## src/rtl/core/shcd_pkg.sv

```systemverilog
// Shared types, constants and helper functions for the settable hh:mm clock display.
// No dependencies; every other file of the block imports it.
`default_nettype none

package shcd_pkg;

  // Blink half period and the reciprocal used to take now_ms / BLINK_HALF_MS
  localparam int unsigned BLINK_HALF_MS = 300;
  localparam int unsigned DIGIT_COUNT   = 4;
  localparam int unsigned BLINK_SHIFT   = 32 + $clog2(BLINK_HALF_MS);
  localparam logic [63:0] BLINK_MAGIC64 =
    ((64'd1 << BLINK_SHIFT) + 64'(BLINK_HALF_MS) - 64'd1) / 64'(BLINK_HALF_MS);
  localparam logic [32:0] BLINK_MAGIC   = BLINK_MAGIC64[32:0];

  // Reset values
  localparam logic [9:0]  LOW_THR_RST    = 10'd300;
  localparam logic [9:0]  HIGH_THR_RST   = 10'd700;
  localparam logic [31:0] MIN_PERIOD_RST = 32'd60000;
  localparam logic [4:0]  HOUR_RST       = 5'd12;
  localparam logic [5:0]  MINUTE_RST     = 6'd0;

  localparam logic [4:0] HOUR_MAX   = 5'd23;
  localparam logic [5:0] MINUTE_MAX = 6'd59;

  // Register indexes on the configuration port (paddr[3:2])
  localparam logic [1:0] REG_LOW_THR    = 2'd0;
  localparam logic [1:0] REG_HIGH_THR   = 2'd1;
  localparam logic [1:0] REG_MIN_PERIOD = 2'd2;

  localparam int unsigned IN_TDATA_W  = 56;
  localparam int unsigned OUT_TDATA_W = 48;

  typedef enum logic [1:0] {
    DIG_HOUR_TENS = 2'd0,
    DIG_HOUR_ONES = 2'd1,
    DIG_MIN_TENS  = 2'd2,
    DIG_MIN_ONES  = 2'd3
  } shcd_digit_e;

  typedef struct packed {
    logic [31:0] now_ms;
    logic        button_pressed;
    logic [9:0]  joy_x;
    logic [9:0]  joy_y;
  } shcd_item_t;

  typedef struct packed {
    logic [9:0]  low_threshold;
    logic [9:0]  high_threshold;
    logic [31:0] minute_period_ms;
  } shcd_cfg_t;

  typedef struct packed {
    logic [4:0] hours;
    logic [5:0] minutes;
  } shcd_time_t;

  typedef struct packed {
    shcd_time_t  tm;
    logic        set_mode;
    shcd_digit_e digit;
  } shcd_view_t;

  // Add or subtract 10 or 1 on the selected digit, wrap the touched unit to the far end
  function automatic shcd_time_t step_digit(shcd_time_t t, shcd_digit_e dig, logic up);
    logic signed [7:0] h;
    logic signed [7:0] m;
    logic signed [7:0] step;
    shcd_time_t r;
    h = signed'({3'b000, t.hours});
    m = signed'({2'b00, t.minutes});
    case (dig)
      DIG_HOUR_TENS, DIG_MIN_TENS: step = 8'sd10;
      default:                     step = 8'sd1;
    endcase
    if (!up) begin
      step = -step;
    end
    case (dig)
      DIG_HOUR_TENS, DIG_HOUR_ONES: h = h + step;
      DIG_MIN_TENS, DIG_MIN_ONES:   m = m + step;
      default:                      h = h;
    endcase
    if (h < 8'sd0) begin
      h = 8'sd23;
    end else if (h > 8'sd23) begin
      h = 8'sd0;
    end
    if (m < 8'sd0) begin
      m = 8'sd59;
    end else if (m > 8'sd59) begin
      m = 8'sd0;
    end
    r.hours   = h[4:0];
    r.minutes = m[5:0];
    return r;
  endfunction

  // Tens digit of a value below 64
  function automatic logic [3:0] tens_of(logic [5:0] v);
    logic [3:0] t;
    if (v >= 6'd60) begin
      t = 4'd6;
    end else if (v >= 6'd50) begin
      t = 4'd5;
    end else if (v >= 6'd40) begin
      t = 4'd4;
    end else if (v >= 6'd30) begin
      t = 4'd3;
    end else if (v >= 6'd20) begin
      t = 4'd2;
    end else if (v >= 6'd10) begin
      t = 4'd1;
    end else begin
      t = 4'd0;
    end
    return t;
  endfunction

  function automatic logic [3:0] ones_of(logic [5:0] v);
    logic [6:0] tens10;
    logic [6:0] diff;
    tens10 = 7'(tens_of(v)) * 7'd10;
    diff   = {1'b0, v} - tens10;
    return diff[3:0];
  endfunction

  // Active-low segments a..g in bits 0..6; codes above nine go dark
  function automatic logic [6:0] seg_lut(logic [3:0] d);
    logic [6:0] s;
    case (d)
      4'd0:    s = 7'h40;
      4'd1:    s = 7'h79;
      4'd2:    s = 7'h24;
      4'd3:    s = 7'h30;
      4'd4:    s = 7'h19;
      4'd5:    s = 7'h12;
      4'd6:    s = 7'h02;
      4'd7:    s = 7'h78;
      4'd8:    s = 7'h00;
      4'd9:    s = 7'h10;
      default: s = 7'h7F;
    endcase
    return s;
  endfunction

endpackage

`default_nettype wire

```

## src/rtl/core/shcd_cfg_regs.sv

```systemverilog
// Configuration registers behind the APB-style port.
// Depends on shcd_pkg for register indexes, reset values and the config struct.
`default_nettype none

module shcd_cfg_regs
  import shcd_pkg::*;
(
  input  wire logic        clk_i,
  input  wire logic        rst_ni,
  input  wire logic        psel,
  input  wire logic        penable,
  input  wire logic        pwrite,
  input  wire logic [3:0]  paddr,
  input  wire logic [31:0] pwdata,
  output logic [31:0]      prdata,
  output logic             pready,
  output shcd_cfg_t        cfg_o
);

  logic [9:0]  low_thr_q;
  logic [9:0]  high_thr_q;
  logic [31:0] min_period_q;
  logic        wr_en;

  assign pready = 1'b1;
  assign wr_en  = psel & penable & pwrite;

  always_ff @(posedge clk_i or negedge rst_ni) begin
    if (!rst_ni) begin
      low_thr_q    <= LOW_THR_RST;
      high_thr_q   <= HIGH_THR_RST;
      min_period_q <= MIN_PERIOD_RST;
    end else if (wr_en) begin
      case (paddr[3:2])
        REG_LOW_THR:    low_thr_q    <= pwdata[9:0];
        REG_HIGH_THR:   high_thr_q   <= pwdata[9:0];
        REG_MIN_PERIOD: min_period_q <= pwdata;
        default:        ;
      endcase
    end
  end

  always_comb begin
    case (paddr[3:2])
      REG_LOW_THR:    prdata = {22'd0, low_thr_q};
      REG_HIGH_THR:   prdata = {22'd0, high_thr_q};
      REG_MIN_PERIOD: prdata = min_period_q;
      default:        prdata = 32'd0;
    endcase
  end

  assign cfg_o.low_threshold    = low_thr_q;
  assign cfg_o.high_threshold   = high_thr_q;
  assign cfg_o.minute_period_ms = min_period_q;

endmodule

`default_nettype wire

```

## config.mk

```make
export PLATFORM = sky130hd
export DESIGN_NAME = shcd_cfg_regs
export DESIGN_NICKNAME = d
export VERILOG_FILES = /design/src/rtl/core/shcd_pkg.sv /design/src/rtl/core/shcd_cfg_regs.sv
export SDC_FILE = /design/constraint.sdc
export NUM_CORES = 1
export LEC_CHECK = 0
export BUFFER_PORTS_ARGS = -buffer_cell sky130_fd_sc_hd__buf_2
export CAP_MARGIN = 30
export CORE_MARGIN = 4
export CORE_UTILIZATION = 35
export DETAILED_ROUTE_END_ITERATION = 10
export PLACE_DENSITY = 0.65
export SYNTH_ARGS = -nofsm -noshare
export SYNTH_HDL_FRONTEND = slang
export SYNTH_SLANG_ARGS = --single-unit
export TNS_END_PERCENT = 1
```

## constraint.sdc

```tcl
create_clock -name clk_i -period 5.5 [get_ports clk_i]
set_clock_uncertainty 0.2 [all_clocks]
set_input_delay 1.65 -clock clk_i [delete_from_list [all_inputs] [get_ports clk_i]]
set_output_delay 1.65 -clock clk_i [all_outputs]
set_load 0.01 [all_outputs]
```

Word level (Yosys, flattened, before mapping). Index checks and enable logic that the tools add are counted.

Register bits: 52.

Equal/unequal tests: 2. Multiplexer cells: 1. Bitwise logic cells: 2. Reduce and logical (&&, ||, !) cells: 4.

Operators with widths (count): 32-bit case mux with 3 select lines (1); 2-bit AND reduction (3); 1-bit AND (2); 2-bit by 1-bit == test with 1-bit output, second input constant (1); 2-bit == test, second input constant (1); 2-bit logical NOT (1).

Logic depth before layout (Yosys ltp). Gate-level depths: netlist of the first run.

Depth in word-level cells: 3. Depth in mapped cells: 5. Depth with buffers taken out: 3.

Worst setup path before layout of the first run. Ideal clock, no wire load.

Kind: input port to output port. From: input paddr[2]. To: output prdata[0]. Arrival time: 2.483 ns. Required time: 3.650 ns. Setup slack: 1.167 ns. Stages on the path: 5. Buffers on the path: 2. Cell sequence: buf_2 -> nor2b_1 -> clkbuf_1 -> nand2_1 -> o21ai_0.

Word-level cells in the longest chain between the ends: 2. Elaborated cells on any way between the ends: 4.

Ends and longest elaborated chain: from (decl) (RTL line shcd_cfg_regs.sv:13) `input wire logic [3:0] paddr,`; 2-bit == test, or another cell as far along (RTL line shcd_cfg_regs.sv:44) `case (paddr[3:2])`; 32-bit case mux with 3 select lines * (RTL line shcd_cfg_regs.sv:44); to (decl) (RTL line shcd_cfg_regs.sv:15) `output logic [31:0] prdata,`.

Every way passes the cells marked *; elsewhere a longest branch is shown, timed or not.

Worst setup path in the final report of the first run.
From: input paddr[3]. To: output prdata[1].

Same word-level chain as after synthesis.

==> report_table.html, run 1 <==
<table>
<tr><th>Metric</th><th>Value</th></tr>
<tr><th colspan="2">STA</th></tr>
<tr><td>Setup repair after global routing missed its margin</td><td>false</td></tr>
<tr><td>Total negative slack for setup checks</td><td>0 ps</td></tr>
<tr><td>Achievable Freq</td><td>0.2081 GHz</td></tr>
<tr><td>Total count of hold-check failures in the final report</td><td>0</td></tr>
<tr><td>Minimum hold slack</td><td>~320 ps</td></tr>
<tr><td>Final Cycle Share</td><td>between 80% and 90%</td></tr>
<tr><td>Fin. max-slew vios</td><td>0</td></tr>
<tr><td>Relative slew margins</td><td>56.39%</td></tr>
<tr><td>Endpoints failing setup</td><td>0</td></tr>
<tr><td>Post-route minimum period</td><td>around 4800 ps</td></tr>
<tr><td>Fin worst setup slack</td><td>roughly 700 ps</td></tr>
<tr><td>Transition time at the pin with the least slew margin</td><td>~650 ps</td></tr>
<tr><th colspan="2">Die</th></tr>
<tr><td>I/O pin count</td><td>roughly 130</td></tr>
<tr><td>Floorplan die area</td><td>just over 8000 um^2</td></tr>
<tr><td>Die outline height</td><td>between 90 and 100 um</td></tr>
<tr><td>Effective utilization at floorplan</td><td>36.87%</td></tr>
<tr><td>Core area</td><td>between 6000 and 7000 um^2</td></tr>
<tr><td>X dimension of the die</td><td>90.72 um</td></tr>
<tr><td>Row count</td><td>29</td></tr>
<tr><th colspan="2">Place</th></tr>
<tr><td>Setup Slack @ Placement</td><td>around 670 ps</td></tr>
<tr><td>Post-detailed-placement half-perimeter wirelength</td><td>4261 um</td></tr>
<tr><td>Placed Instance Area</td><td>roughly 3000 um^2</td></tr>
<tr><td>Last weighted congestion value of the routability-driven placer</td><td>roughly 0.70</td></tr>
<tr><td>Input/output buffers</td><td>about 120</td></tr>
<tr><th colspan="2">Power and ir drop</th></tr>
<tr><td>Ratio of total power to cell area</td><td>between 300 and 400 nW/um^2</td></tr>
<tr><td>Leakage component of the power</td><td>1.647 nW</td></tr>
<tr><td>Worst IR Drop VDD</td><td>between 100 and 150 uV</td></tr>
<tr><th colspan="2">Flow run</th></tr>
<tr><td>Maxcap violations</td><td>0</td></tr>
<tr><th colspan="2">Hold path</th></tr>
<tr><td>Class of the most critical hold timing path</td><td>flop to flop</td></tr>
<tr><th colspan="2">CTS</th></tr>
<tr><td>Maximum buffer depth of the clock tree</td><td>2</td></tr>
<tr><td>CTS-repair resized insts</td><td>0</td></tr>
<tr><td>Clk Tree Root Cell</td><td>clkbuf_8</td></tr>
<tr><td>Clock transition at the registers of the reported paths</td><td>roughly 90 ps</td></tr>
<tr><td>CTS Buf Count</td><td>5</td></tr>
<tr><td>Clock latency at the later pin of the worst-skew pair</td><td>~300 ps</td></tr>
<tr><td>CTS H-tree lvls</td><td>2</td></tr>
<tr><td>Buffers inserted during post-CTS setup optimization</td><td>0</td></tr>
<tr><td>Number of buffers inserted by hold repair at cts</td><td>0</td></tr>
<tr><td>CTS sink cnt</td><td>52</td></tr>
<tr><td>CTS tree</td><td>yes</td></tr>
<tr><th colspan="2">Setup path</th></tr>
<tr><td>Endpoint type of the worst setup path</td><td>output port</td></tr>
<tr><td>Data required time of the worst path</td><td>roughly 3700 ps</td></tr>
<tr><td>Crit Path Class</td><td>input port to output port</td></tr>
<tr><td>Critical path data arrival time</td><td>2950 ps</td></tr>
<tr><td>Peak fanout along the critical path</td><td>26</td></tr>
<tr><td>CP Launch Type</td><td>input port</td></tr>
<tr><th colspan="2">Global route</th></tr>
<tr><td>Initial antenna violation count</td><td>0</td></tr>
<tr><td>Global-route wire length before repair</td><td>around 9400 um</td></tr>
<tr><td>Total global-route track usage</td><td>~14%</td></tr>
<tr><td>Pin count of the biggest net entering global routing</td><td>29</td></tr>
<tr><td>Sum of overflow across all layers after global routing</td><td>0</td></tr>
<tr><td>Via count of the first global-routing pass</td><td>between 1500 and 2000</td></tr>
<tr><th colspan="2">Synth</th></tr>
<tr><td>Number of warnings issued by yosys</td><td>0</td></tr>
<tr><td>Seq cells post-synth</td><td>52</td></tr>
<tr><td>Post-synth net total</td><td>between 200 and 250</td></tr>
<tr><td>Syn avg cell area</td><td>13.84 um^2</td></tr>
<tr><td>Summed instance area of the synthesized netlist</td><td>2395 um^2</td></tr>
<tr><td>Number of cells produced by synthesis</td><td>between 150 and 200</td></tr>
<tr><td>Sequential-to-total area share from yosys stat</td><td>55.22%</td></tr>
<tr><td>Number of unique standard cell types used by synthesis</td><td>18</td></tr>
<tr><th colspan="2">Final layout</th></tr>
<tr><td>Post-route design area</td><td>3174 um^2</td></tr>
<tr><td>Antenna diodes</td><td>0</td></tr>
<tr><td>Fraction of final layout cells sized beyond drive strength 1</td><td>a little over two thirds</td></tr>
<tr><td>Relative area change from synthesis to final layout</td><td>32.55%</td></tr>
<tr><td>Utilization after layout</td><td>~49%</td></tr>
<tr><td>Count of fill cells added during filler insertion</td><td>a little over 600</td></tr>
<tr><td>Net total in the final layout</td><td>between 300 and 400</td></tr>
<tr><th colspan="2">Routing</th></tr>
<tr><td>Met1 wire length</td><td>~2400 um</td></tr>
<tr><td>Remaining antenna violation count after routing</td><td>0</td></tr>
<tr><td>Top layer used by detailed routing</td><td>met4</td></tr>
<tr><td>Detailed-routing iteration count for the pre-antenna-repair pass</td><td>4</td></tr>
<tr><td>Met3 wire len</td><td>approximately 240 um</td></tr>
<tr><td>Number of DRC violations after detailed routing</td><td>0</td></tr>
<tr><td>Routed length per placed instance</td><td>between 15 and 20 um</td></tr>
<tr><td>Routed wire length</td><td>between 5000 and 6000 um</td></tr>
<tr><td>Via count normalized by instance count</td><td>around 4.8</td></tr>
<tr><td>Routed vias</td><td>roughly 1800</td></tr>
<tr><td>Number of DRC markers in iteration 0</td><td>35</td></tr>
<tr><td>Sum of met2 wire segment lengths after detailed routing</td><td>around 3100 um</td></tr>
<tr><th colspan="2">Status</th></tr>
<tr><td>Result of the run</td><td>complete, no violations</td></tr>
</table>
==> stage by stage <==
step           power (W)  cells
6_report        0.001152    372
5_1_grt         0.001223    372
4_1_cts         0.001170    372
3_5_place_dp   0.0009088    364
3_3_place_gp   0.0009021    364
2_1_floorplan  0.0007424    173
==> per-layer routing <==
layer | up-vias | GRT usage (%)
li1 | 837 | -
met1 | 878 | 17.44
met2 | 48 | 24.95
met3 | 5 | 3.000
met4 | 0 | 3.827
met5 | - | 0
==> worst max-delay path, cell delays in order <==
cell and delay [ps]:
buf_2 270, nor2b_2 400, buf_4 330, nand2_1 80, o21ai_0 70, buf_2 150
==> cell families after synthesis <==
logic type | Yosys count | share of synthesized area (%)
AOI/OAI and AO/OA | 10 | 2.090
buffers and inverters | 11 | 2.769
DFF | 52 | 55.22
muxes | 62 | 30.20
other | 1 | 0.1566
and+or+nand+nor | 37 | 9.562
==> final timing paths <==
check,from,to,slack (ps),depth (start not counted)
worst max-delay path,paddr[3],prdata[1],700,6
max in group asynchronous,rst_ni,high_thr_q[5],3150,2
worst min-delay path,min_period_q[20],min_period_q[20],320,1
worst min register to register,min_period_q[20],min_period_q[20],320,1
min in group asynchronous,rst_ni,min_period_q[3],1130,1
worst max register to register,min_period_q[8],min_period_q[8],4510,1
==> cells in the mapped netlist <==
library cell,count,share of area (%)
dfrtp_1,35,37
conb_1,1,0.16
nor2b_1,1,0.26
o21ai_0,10,2.1
buf_2,2,0.42
buf_6,1,0.47
buf_4,4,1.3
mux2_4,10,6.3
and2_1,22,5.7
or3b_1,1,0.37
mux2i_1,10,4.2
mux2_2,42,20
nand3_2,1,0.42
nor3_4,1,0.68
dfstp_2,17,19
nor3b_2,1,0.52
clkbuf_1,4,0.63
nand2_1,10,1.6
==> sequential cells by signal, indices dropped and copies added (netlist names) <==
register	count
high_thr_q	10
low_thr_q	10
min_period_q	32
==> where the power goes <==
group          leakage (nW)  total (W)  internal [W]  switching (W)
clock                0.0552   0.000257      0.000135       0.000122
sequential            0.607   0.000556      0.000493      0.0000635
combinational         0.985   0.000338      0.000181       0.000158
total                  1.65    0.00115      0.000809       0.000343
==> cell usage in the layout (no fill, tap or decap), drive strengths merged <==
cell,instances
buf,125
mux2,52
dfrtp,35
and2,22
dfstp,17
mux2i,10
nand2,10
o21ai,10
clkbuf,6
nor2b,1
nand3,1
or3b,1
nor3b,1
nor3,1
conb,1
bufinv,1
clkinv,1
==> area by class of cell <==
class	instances	area, um^2	share of cell area [%]
multi-input cells	110	1015	31.97
clock buffers	6	72.57	2.286
repair buffers	125	633.1	19.94
flip-flops and latches	52	1323	41.66
well taps	77	96.34	3.035
clock inverters	2	35.03	1.104
No activity file was read; power rests on OpenSTA's default activity.
==> run 2, diff against run 1 <==
--- a/config.mk
+++ b/config.mk
@@ -5,12 +5,14 @@
 export SDC_FILE = /design/constraint.sdc
 export NUM_CORES = 1
 export LEC_CHECK = 0
+export ABC_AREA = 1
 export BUFFER_PORTS_ARGS = -buffer_cell sky130_fd_sc_hd__buf_2
 export CAP_MARGIN = 30
 export CORE_MARGIN = 4
 export CORE_UTILIZATION = 35
 export DETAILED_ROUTE_END_ITERATION = 10
-export PLACE_DENSITY = 0.65
+export PLACE_DENSITY = 0.64
+export SETUP_SLACK_MARGIN = 0.15
 export SYNTH_ARGS = -nofsm -noshare
 export SYNTH_HDL_FRONTEND = slang
 export SYNTH_SLANG_ARGS = --single-unit
==> report_table.html, run 2 <==
<table>
<tr><th>Metric</th><th>Value</th></tr>
<tr><th colspan="2">Setup path</th></tr>
<tr><td>Critical path data arrival time</td><td>2740 ps (-210 ps)</td></tr>
<tr><td>Library cell contributing the largest single delay on the critical path</td><td>inv_1</td></tr>
<tr><td>Peak fanout along the critical path</td><td>24 (-7.7%)</td></tr>
<tr><td>Origin of the worst setup path</td><td>paddr[2]</td></tr>
<tr><td>CP Launch Type</td><td>input port</td></tr>
<tr><td>Most frequent CP cell</td><td>buf_2</td></tr>
<tr><td>Max stage delay on crit path</td><td>400 ps (about the same)</td></tr>
<tr><td>Startpoint of the worst register-to-register path</td><td>min_period_q[14]</td></tr>
<tr><td>Cell chain of the critical path</td><td>buf_2, inv_2, nand2_4, inv_1, nand2_1, nand3_1, buf_2</td></tr>
<tr><td>Crit Path Class</td><td>input port to output port</td></tr>
<tr><td>Data required time of the worst path</td><td>3650 ps (about the same)</td></tr>
<tr><td>Endpoint type of the worst setup path</td><td>output port</td></tr>
<tr><th colspan="2">Place</th></tr>
<tr><td>Last weighted congestion value of the routability-driven placer</td><td>0.7867 (+12%)</td></tr>
<tr><td>Input/output buffers</td><td>122 (unchanged)</td></tr>
<tr><td>Post-detailed-placement half-perimeter wirelength</td><td>4980 um (+17%)</td></tr>
<tr><th colspan="2">Routing</th></tr>
<tr><td>Number of DRC violations after detailed routing</td><td>0 (unchanged)</td></tr>
<tr><td>Number of DRC markers in iteration 0</td><td>100 (+190%)</td></tr>
<tr><td>Routed length per placed instance</td><td>13.44 um (-13%)</td></tr>
<tr><td>Met1 wire length</td><td>3203 um (+36%)</td></tr>
<tr><td>Routed vias</td><td>2319 (+31%)</td></tr>
<tr><td>Via count normalized by instance count</td><td>4.434 (-6.7%)</td></tr>
<tr><td>Top layer used by detailed routing</td><td>met4</td></tr>
<tr><td>Detailed-routing iteration count for the pre-antenna-repair pass</td><td>4 (unchanged)</td></tr>
<tr><td>Sum of met2 wire segment lengths after detailed routing</td><td>3536 um (+14%)</td></tr>
<tr><td>Met3 wire len</td><td>252 um (+3.7%)</td></tr>
<tr><td>Remaining antenna violation count after routing</td><td>0 (unchanged)</td></tr>
<tr><td>Routed wire length</td><td>7027 um (+22%)</td></tr>
<tr><th colspan="2">CTS</th></tr>
<tr><td>CTS H-tree lvls</td><td>2 (unchanged)</td></tr>
<tr><td>CTS Buf Count</td><td>5 (unchanged)</td></tr>
<tr><td>CTS-repair resized insts</td><td>0 (unchanged)</td></tr>
<tr><td>Buffers inserted during post-CTS setup optimization</td><td>0 (unchanged)</td></tr>
<tr><td>Number of buffers inserted by hold repair at cts</td><td>0 (unchanged)</td></tr>
<tr><td>Maximum buffer depth of the clock tree</td><td>2 (unchanged)</td></tr>
<tr><td>Clock transition at the registers of the reported paths</td><td>90 ps (about the same)</td></tr>
<tr><td>Clock latency at the later pin of the worst-skew pair</td><td>290 ps (about the same)</td></tr>
<tr><td>Clk Tree Root Cell</td><td>clkbuf_8</td></tr>
<tr><td>CTS tree</td><td>yes</td></tr>
<tr><td>CTS sink cnt</td><td>52 (unchanged)</td></tr>
<tr><th colspan="2">Synth</th></tr>
<tr><td>Proportion of register bits with asynchronous set or reset after synthesis</td><td>100.0% (unchanged)</td></tr>
<tr><td>Post-synth net total</td><td>364 (+70%)</td></tr>
<tr><td>Primary flip-flop cell chosen by synthesis mapping</td><td>dfrtp_1</td></tr>
<tr><td>Number of warnings issued by yosys</td><td>0 (unchanged)</td></tr>
<tr><td>Summed instance area of the synthesized netlist</td><td>2430 um^2 (+1.5%)</td></tr>
<tr><td>Area fraction of the dominant cell type after synthesis</td><td>36.05% (-0.53 points)</td></tr>
<tr><td>Biggest area consumer among synthesized cells</td><td>dfrtp_1</td></tr>
<tr><td>Number of synthesized flops with an enable pin</td><td>0 (unchanged)</td></tr>
<tr><td>Cells taking the most area after synthesis</td><td>dfrtp_1 (36%), nand2_1 (29%), dfstp_2 (18%)</td></tr>
<tr><td>Sequential-to-total area share from yosys stat</td><td>54.43% (-0.80 points)</td></tr>
<tr><td>Number of unique standard cell types used by synthesis</td><td>16 (-2)</td></tr>
<tr><td>Synth cell count leaders</td><td>nand2_1 (190), dfrtp_1 (35), inv_1 (26)</td></tr>
<tr><td>Seq cells post-synth</td><td>52 (unchanged)</td></tr>
<tr><td>Syn avg cell area</td><td>7.523 um^2 (-46%)</td></tr>
<tr><td>Most frequent cell after synthesis</td><td>nand2_1</td></tr>
<tr><td>Number of cells produced by synthesis</td><td>323 (+87%)</td></tr>
<tr><th colspan="2">STA</th></tr>
<tr><td>Relative slew margins</td><td>47.82% (-8.6 points)</td></tr>
<tr><td>Setup repair after global routing missed its margin</td><td>false</td></tr>
<tr><td>Transition time at the pin with the least slew margin</td><td>780.8 ps (+126.7 ps)</td></tr>
<tr><td>Endpoints failing setup</td><td>0 (unchanged)</td></tr>
<tr><td>Final Cycle Share</td><td>83.52% (-3.8 points)</td></tr>
<tr><td>Achievable Freq</td><td>0.2177 GHz (+4.6%)</td></tr>
<tr><td>Total count of hold-check failures in the final report</td><td>0 (unchanged)</td></tr>
<tr><td>Total negative slack for setup checks</td><td>0 ps (unchanged)</td></tr>
<tr><td>Post-route minimum period</td><td>4594 ps (-211.2 ps)</td></tr>
<tr><td>Fin. max-slew vios</td><td>0 (unchanged)</td></tr>
<tr><td>Minimum hold slack</td><td>274.2 ps (-48.98 ps)</td></tr>
<tr><th colspan="2">Power and ir drop</th></tr>
<tr><td>Worst IR Drop VDD</td><td>192.0 uV (+40%)</td></tr>
<tr><td>Ratio of total power to cell area</td><td>337.5 nW/um^2 (-7.0%)</td></tr>
<tr><td>Leakage component of the power</td><td>1.922 nW (+17%)</td></tr>
<tr><th colspan="2">Final layout</th></tr>
<tr><td>Fraction of final layout cells sized beyond drive strength 1</td><td>35.67% (-34 points)</td></tr>
<tr><td>Most common cell after layout, fill and taps aside</td><td>nand2_1</td></tr>
<tr><td>Top flop regs</td><td>min_period_q (32), high_thr_q (10), low_thr_q (10)</td></tr>
<tr><td>Net total in the final layout</td><td>483 (+44%)</td></tr>
<tr><td>Max FFs per register</td><td>32 (unchanged)</td></tr>
<tr><td>Antenna diodes</td><td>0 (unchanged)</td></tr>
<tr><td>Register with the most flip-flops</td><td>min_period_q</td></tr>
<tr><td>Commonest cells after routing, fill and taps aside</td><td>nand2_1 (190), buf_2 (122), dfrtp_1 (35), inv_1 (26), nor2_1 (23)</td></tr>
<tr><td>Relative area change from synthesis to final layout</td><td>30.59%</td></tr>
<tr><th colspan="2">Global route</th></tr>
<tr><td>Initial antenna violation count</td><td>0 (unchanged)</td></tr>
<tr><td>Sum of overflow across all layers after global routing</td><td>0 (unchanged)</td></tr>
<tr><td>Total global-route track usage</td><td>16.63% (+2.5 points)</td></tr>
<tr><td>Via count of the first global-routing pass</td><td>2186 (+25%)</td></tr>
<tr><td>Global-route wire length before repair</td><td>11270 um (+20%)</td></tr>
<tr><td>Pin count of the biggest net entering global routing</td><td>53 (+83%)</td></tr>
<tr><th colspan="2">Die</th></tr>
<tr><td>Row count</td><td>30 (+3.4%)</td></tr>
<tr><td>X dimension of the die</td><td>91.32 um (+0.66%)</td></tr>
<tr><td>Effective utilization at floorplan</td><td>35.96% (-0.91 points)</td></tr>
<tr><td>Die outline height</td><td>91.32 um (+0.66%)</td></tr>
<tr><td>Core area</td><td>6756 um^2 (+4.0%)</td></tr>
<tr><td>Floorplan die area</td><td>8339 um^2 (+1.3%)</td></tr>
<tr><td>I/O pin count</td><td>126 (unchanged)</td></tr>
<tr><th colspan="2">Flow run</th></tr>
<tr><td>Maxcap violations</td><td>0 (unchanged)</td></tr>
<tr><th colspan="2">Hold path</th></tr>
<tr><td>Class of the most critical hold timing path</td><td>flop to flop</td></tr>
<tr><td>Launch instance of the worst min-delay path</td><td>min_period_q[6]</td></tr>
<tr><th colspan="2">Status</th></tr>
<tr><td>Result of the run</td><td>complete, no violations</td></tr>
</table>
run 2: cell types whose count changed in the layout (fill, tap and decap cells not counted), sizes merged, moves of 10 or more:
cell | before | now
nor2 | 0 | 27
mux2 | 52 | 0
and2 | 22 | 0
mux2i | 10 | 0
inv | 0 | 27
nand3 | 1 | 11
nand2 | 10 | 193
o21ai | 10 | 0
run 2: path summary, 6_finish.rpt:
path	end	slack (ps)	depth (start not counted)
worst max-delay path	prdata[1]	910	7
worst min-delay path	min_period_q[6]	270	2
worst max register to register	min_period_q[14]	4550	2
worst min register to register	min_period_q[6]	270	2
max in group asynchronous	low_thr_q[0]	3400	2
min in group asynchronous	min_period_q[19]	1260	2
run 2: area by class of cell:
cell class,instances,area (um^2)
Clock buffer,6,93.84
Inverter,27,101.3
Clock inverter,2,12.51
Timing Repair Buffer,124,625.6
Sequential cell,52,1323
Multi-Input combinational cell,232,917.1
Tap cell,80,100.1
Fill cell,720,3583
run 2: worst max-delay path: cells and delay by family:
| family | cells | cell delay [ps] |
|---|---|---|
| buffers and inverters | 4 | 730 |
| AND/OR/NAND/NOR | 3 | 360 |
run 2: kinds of logic after synthesis:
group | Yosys count | synth area share, %
buffers and inverters | 39 | 7.826
flip-flops | 52 | 54.43
other | 1 | 0.1543
AND/OR/NAND/NOR | 231 | 37.59
run 2: power breakdown:
part	total [W]	internal, W	switching [W]
Sequential	0.000542	0.000479	0.0000630
Clock	0.000238	0.000116	0.000122
Combinational	0.000290	0.000121	0.000169
run 2: per-layer routing:
| layer | up-vias | track usage [%] |
|---|---|---|
| li1 | 1180 | - |
| met3 | 2 | 2.320 |
| met5 | - | 0 |
| met2 | 52 | 27.65 |
| met4 | 0 | 3.643 |
| met1 | 1085 | 23.08 |
run 2: through the flow:
| step | utilization, % | instances | total power (W) | cell area [um^2] | setup WS, ps |
|---|---|---|---|---|---|
| 3_3_place_gp | 45.39 | 515 | 0.0008363 | 3067 | 886.8 |
| 4_1_cts | 46.96 | 523 | 0.001090 | 3173 | 874.9 |
| 2_1_floorplan | - | 323 | 0.0006909 | 2430 | 1465 |
| 5_1_grt | 46.96 | 523 | 0.001145 | 3173 | 756.2 |
| 6_report | 46.96 | 523 | 0.001071 | 3173 | 906.2 |
| 3_5_place_dp | 45.39 | 515 | 0.0008453 | 3067 | 878.3 |
==> run 3, diff against run 2 <==
--- a/config.mk
+++ b/config.mk
@@ -11,7 +11,7 @@
 export CORE_MARGIN = 4
 export CORE_UTILIZATION = 35
 export DETAILED_ROUTE_END_ITERATION = 10
-export PLACE_DENSITY = 0.64
+export PLACE_DENSITY = 0.67
 export SETUP_SLACK_MARGIN = 0.15
 export SYNTH_ARGS = -nofsm -noshare
 export SYNTH_HDL_FRONTEND = slang
==> constraint.sdc (replaced) <==
create_clock -name clk_i -period 3.9 [get_ports clk_i]
set_clock_uncertainty 0.2 [all_clocks]
set_input_delay 1.17 -clock clk_i [delete_from_list [all_inputs] [get_ports clk_i]]
set_output_delay 1.17 -clock clk_i [all_outputs]
set_load 0.01 [all_outputs]
==> report_table.html, run 3 (synthesized netlist as in run 2, its figures left out) <==
<table>
<tr><th>Metric</th><th>Value</th></tr>
<tr><th colspan="2">STA</th></tr>
<tr><td>Final Cycle Share</td><td>89.77%</td></tr>
<tr><td>Post-route minimum period</td><td>3501 ps</td></tr>
<tr><td>Setup repair after global routing missed its margin</td><td>false</td></tr>
<tr><td>Total count of hold-check failures in the final report</td><td>0 (unchanged)</td></tr>
<tr><td>Fin. max-slew vios</td><td>0 (unchanged)</td></tr>
<tr><td>Achievable Freq</td><td>approximately 0.29 GHz</td></tr>
<tr><td>Endpoints failing setup</td><td>0 (unchanged)</td></tr>
<tr><td>Relative slew margins</td><td>48.97% (+1.1 points)</td></tr>
<tr><td>Fin worst setup slack</td><td>399.1 ps (-507.1 ps)</td></tr>
<tr><td>Transition time at the pin with the least slew margin</td><td>763.7 ps (-17.16 ps)</td></tr>
<tr><td>Total negative slack for setup checks</td><td>0 ps (unchanged)</td></tr>
<tr><th colspan="2">Die</th></tr>
<tr><td>Row count</td><td>30 (unchanged)</td></tr>
<tr><td>X dimension of the die</td><td>91.32 um (unchanged)</td></tr>
<tr><td>Effective utilization at floorplan</td><td>35.96% (unchanged)</td></tr>
<tr><td>Floorplan die area</td><td>8339 um^2 (unchanged)</td></tr>
<tr><td>I/O pin count</td><td>126 (unchanged)</td></tr>
<tr><td>Core area</td><td>6756 um^2 (unchanged)</td></tr>
<tr><td>Die outline height</td><td>91.32 um (unchanged)</td></tr>
<tr><th colspan="2">Place</th></tr>
<tr><td>Cell count after placement</td><td>518 (+0.58%)</td></tr>
<tr><td>Placed Instance Area</td><td>3102 um^2 (+1.1%)</td></tr>
<tr><td>Input/output buffers</td><td>122 (unchanged)</td></tr>
<tr><td>Setup Slack @ Placement</td><td>384.0 ps (-494.3 ps)</td></tr>
<tr><td>Post-detailed-placement half-perimeter wirelength</td><td>5056 um (+1.5%)</td></tr>
<tr><td>Last weighted congestion value of the routability-driven placer</td><td>0.7571 (-3.8%)</td></tr>
<tr><th colspan="2">Routing</th></tr>
<tr><td>Remaining antenna violation count after routing</td><td>0 (unchanged)</td></tr>
<tr><td>Number of DRC markers in iteration 0</td><td>101 (+1.0%)</td></tr>
<tr><td>Detailed-routing iteration count for the pre-antenna-repair pass</td><td>4 (unchanged)</td></tr>
<tr><td>Routed vias</td><td>2360 (+1.8%)</td></tr>
<tr><td>Routed length per placed instance</td><td>13.25 um (-1.3%)</td></tr>
<tr><td>Via count normalized by instance count</td><td>4.487 (+1.2%)</td></tr>
<tr><td>Number of DRC violations after detailed routing</td><td>0 (unchanged)</td></tr>
<tr><td>Routed wire length</td><td>6972 um (-0.78%)</td></tr>
<tr><th colspan="2">Hold path</th></tr>
<tr><td>Hold endpoint</td><td>min_period_q[6]</td></tr>
<tr><td>Class of the most critical hold timing path</td><td>flop to flop</td></tr>
<tr><td>Hold Crit Depth</td><td>2 (unchanged)</td></tr>
<tr><td>Launch instance of the worst min-delay path</td><td>min_period_q[6]</td></tr>
<tr><th colspan="2">Final layout</th></tr>
<tr><td>Relative area change from synthesis to final layout</td><td>31.36%</td></tr>
<tr><td>Post-route design area</td><td>3192 um^2 (+0.59%)</td></tr>
<tr><td>Commonest cells after routing, fill and taps aside</td><td>nand2_1 (190), buf_2 (122), dfrtp_1 (35), inv_1 (26), nor2_1 (23)</td></tr>
<tr><td>Count of fill cells added during filler insertion</td><td>718 (-0.28%)</td></tr>
<tr><td>Register with the most flip-flops</td><td>min_period_q</td></tr>
<tr><td>Most common cell after layout, fill and taps aside</td><td>nand2_1</td></tr>
<tr><td>Max FFs per register</td><td>32 (unchanged)</td></tr>
<tr><td>Net total in the final layout</td><td>486 (+0.62%)</td></tr>
<tr><td>Antenna diodes</td><td>0 (unchanged)</td></tr>
<tr><td>Fraction of final layout cells sized beyond drive strength 1</td><td>35.65% (about the same)</td></tr>
<tr><td>Top flop regs</td><td>min_period_q (32), high_thr_q (10), low_thr_q (10)</td></tr>
<tr><td>Final cell count without fillers</td><td>526 (+0.57%)</td></tr>
<tr><th colspan="2">CTS</th></tr>
<tr><td>CTS Buf Count</td><td>5 (unchanged)</td></tr>
<tr><td>CTS sink cnt</td><td>52 (unchanged)</td></tr>
<tr><td>CTS H-tree lvls</td><td>2 (unchanged)</td></tr>
<tr><td>Maximum buffer depth of the clock tree</td><td>2 (unchanged)</td></tr>
<tr><td>Clock latency at the later pin of the worst-skew pair</td><td>290 ps (about the same)</td></tr>
<tr><td>Number of buffers inserted by hold repair at cts</td><td>0 (unchanged)</td></tr>
<tr><td>CTS-repair resized insts</td><td>0 (unchanged)</td></tr>
<tr><td>Buffers inserted during post-CTS setup optimization</td><td>0 (unchanged)</td></tr>
<tr><td>Clk Tree Root Cell</td><td>clkbuf_8</td></tr>
<tr><td>CTS tree</td><td>yes</td></tr>
<tr><td>Clock transition at the registers of the reported paths</td><td>90 ps (about the same)</td></tr>
<tr><th colspan="2">Setup path</th></tr>
<tr><td>Data required time of the worst path</td><td>2530 ps (-1120 ps)</td></tr>
<tr><td>Max stage delay on crit path</td><td>340 ps (-60 ps)</td></tr>
<tr><td>Critical path data arrival time</td><td>2130 ps (-610 ps)</td></tr>
<tr><td>End of the worst register-to-register path</td><td>min_period_q[9]</td></tr>
<tr><td>Library cell contributing the largest single delay on the critical path</td><td>inv_1</td></tr>
<tr><td>Depth of the worst register-to-register path</td><td>2 (unchanged)</td></tr>
<tr><td>Cell chain of the critical path</td><td>buf_2, inv_1, nand2_1, inv_1, nand2_1, nand3_1, buf_2</td></tr>
<tr><td>Crit Path Class</td><td>input port to output port</td></tr>
<tr><td>Startpoint of the worst register-to-register path</td><td>min_period_q[9]</td></tr>
<tr><td>Peak fanout along the critical path</td><td>11 (-54%)</td></tr>
<tr><td>Endpoint type of the worst setup path</td><td>output port</td></tr>
<tr><td>CP Launch Type</td><td>input port</td></tr>
<tr><td>Register-to-register path setup slack</td><td>2960 ps (-1590 ps)</td></tr>
<tr><th colspan="2">Power and ir drop</th></tr>
<tr><td>Sequential power share</td><td>51.3% (+0.7 points)</td></tr>
<tr><td>Proportion of total power due to net switching</td><td>33.18% (+0.11 points)</td></tr>
<tr><td>Fraction of power consumed by combinational cells</td><td>27.7% (+0.6 points)</td></tr>
<tr><td>Net switching power</td><td>0.0004941 W (+40%)</td></tr>
<tr><td>Leakage component of the power</td><td>1.934 nW (+0.62%)</td></tr>
<tr><td>PnR Total Power</td><td>0.001489 W (+39%)</td></tr>
<tr><td>Power Internal</td><td>0.0009951 W (+39%)</td></tr>
<tr><td>Worst IR Drop VDD</td><td>176.0 uV (-8.3%)</td></tr>
<tr><td>Ratio of total power to cell area</td><td>466.6 nW/um^2 (+38%)</td></tr>
<tr><td>Clock network fraction of total power</td><td>21.0% (-1.2 points)</td></tr>
<tr><th colspan="2">Global route</th></tr>
<tr><td>Pin count of the biggest net entering global routing</td><td>33 (-38%)</td></tr>
<tr><td>Initial antenna violation count</td><td>0 (unchanged)</td></tr>
<tr><td>Global-route wire length before repair</td><td>11210 um (-0.55%)</td></tr>
<tr><td>Sum of overflow across all layers after global routing</td><td>0 (unchanged)</td></tr>
<tr><td>Via count of the first global-routing pass</td><td>2213 (+1.2%)</td></tr>
<tr><td>Total global-route track usage</td><td>16.64% (about the same)</td></tr>
<tr><th colspan="2">Flow run</th></tr>
<tr><td>Maxcap violations</td><td>0 (unchanged)</td></tr>
<tr><th colspan="2">Status</th></tr>
<tr><td>Result of the run</td><td>complete, no violations</td></tr>
</table>
## run 3: cell types whose count changed in the layout (fill, tap and decap cells not counted)
| cell | previous run | this run |
|---|---|---|
| buf_12 | 0 | 1 |
| buf_4 | 2 | 4 |
| clkbuf_1 | 0 | 2 |
| clkbuf_16 | 1 | 0 |
| clkbuf_8 | 5 | 6 |
| clkinv_2 | 1 | 0 |
| clkinvlp_4 | 1 | 0 |
## run 3: critical path: cells and delay by family
kind / cells / cell delay [ps]
buf+inv: 4 / 680
simple gates: 3 / 280
## run 3: worst max path at each step
stage                     depth (start not counted)     start  slack, ps         to
after floorplan                                   6  paddr[3]        820  prdata[0]
after global placement                            7  paddr[3]        400  prdata[1]
after detailed placement                          7  paddr[3]        380  prdata[1]
after CTS                                         7  paddr[3]        380  prdata[1]
after global routing                              7  paddr[3]        220  prdata[0]
final                                             7  paddr[3]        400  prdata[1]
## run 3: metrics by stage
step | hold WS (ps) | util (%)
global route | 290.4 | 47.24
floorplan | 273.2 | -
global placement | 256.6 | 45.61
CTS | 273.3 | 47.24
detailed placement | 258.6 | 45.91
finish | 270.6 | 47.24
## run 3: power by group through the flow
stage | combinational, W | sequential, W | clock [W]
2_1_floorplan | 0.000158 | 0.000816 | 0
3_3_place_gp | 0.000410 | 0.000769 | 0
3_5_place_dp | 0.000421 | 0.000774 | 0
4_1_cts | 0.000422 | 0.000765 | 0.000326
5_1_grt | 0.000466 | 0.000780 | 0.000339
6_report | 0.000413 | 0.000764 | 0.000312
## run 3: cell type report
type | instances | area [um^2] | area share [%]
sequential | 52 | 1323 | 41.43
tap | 80 | 100.1 | 3.136
clock buffer | 8 | 90.09 | 2.822
inverter | 27 | 101.3 | 3.175
multi-input combinational | 232 | 917.1 | 28.73
timing repair buffer | 127 | 660.6 | 20.70
## run 3: per-layer routing
layer	up-vias	global-route usage, %	share of wire (%)
met4	0	3.643	1.0
met1	1101	21.07	44
li1	1194	-	-
met3	7	2.817	4.1
met5	-	0	0
met2	58	29.68	51
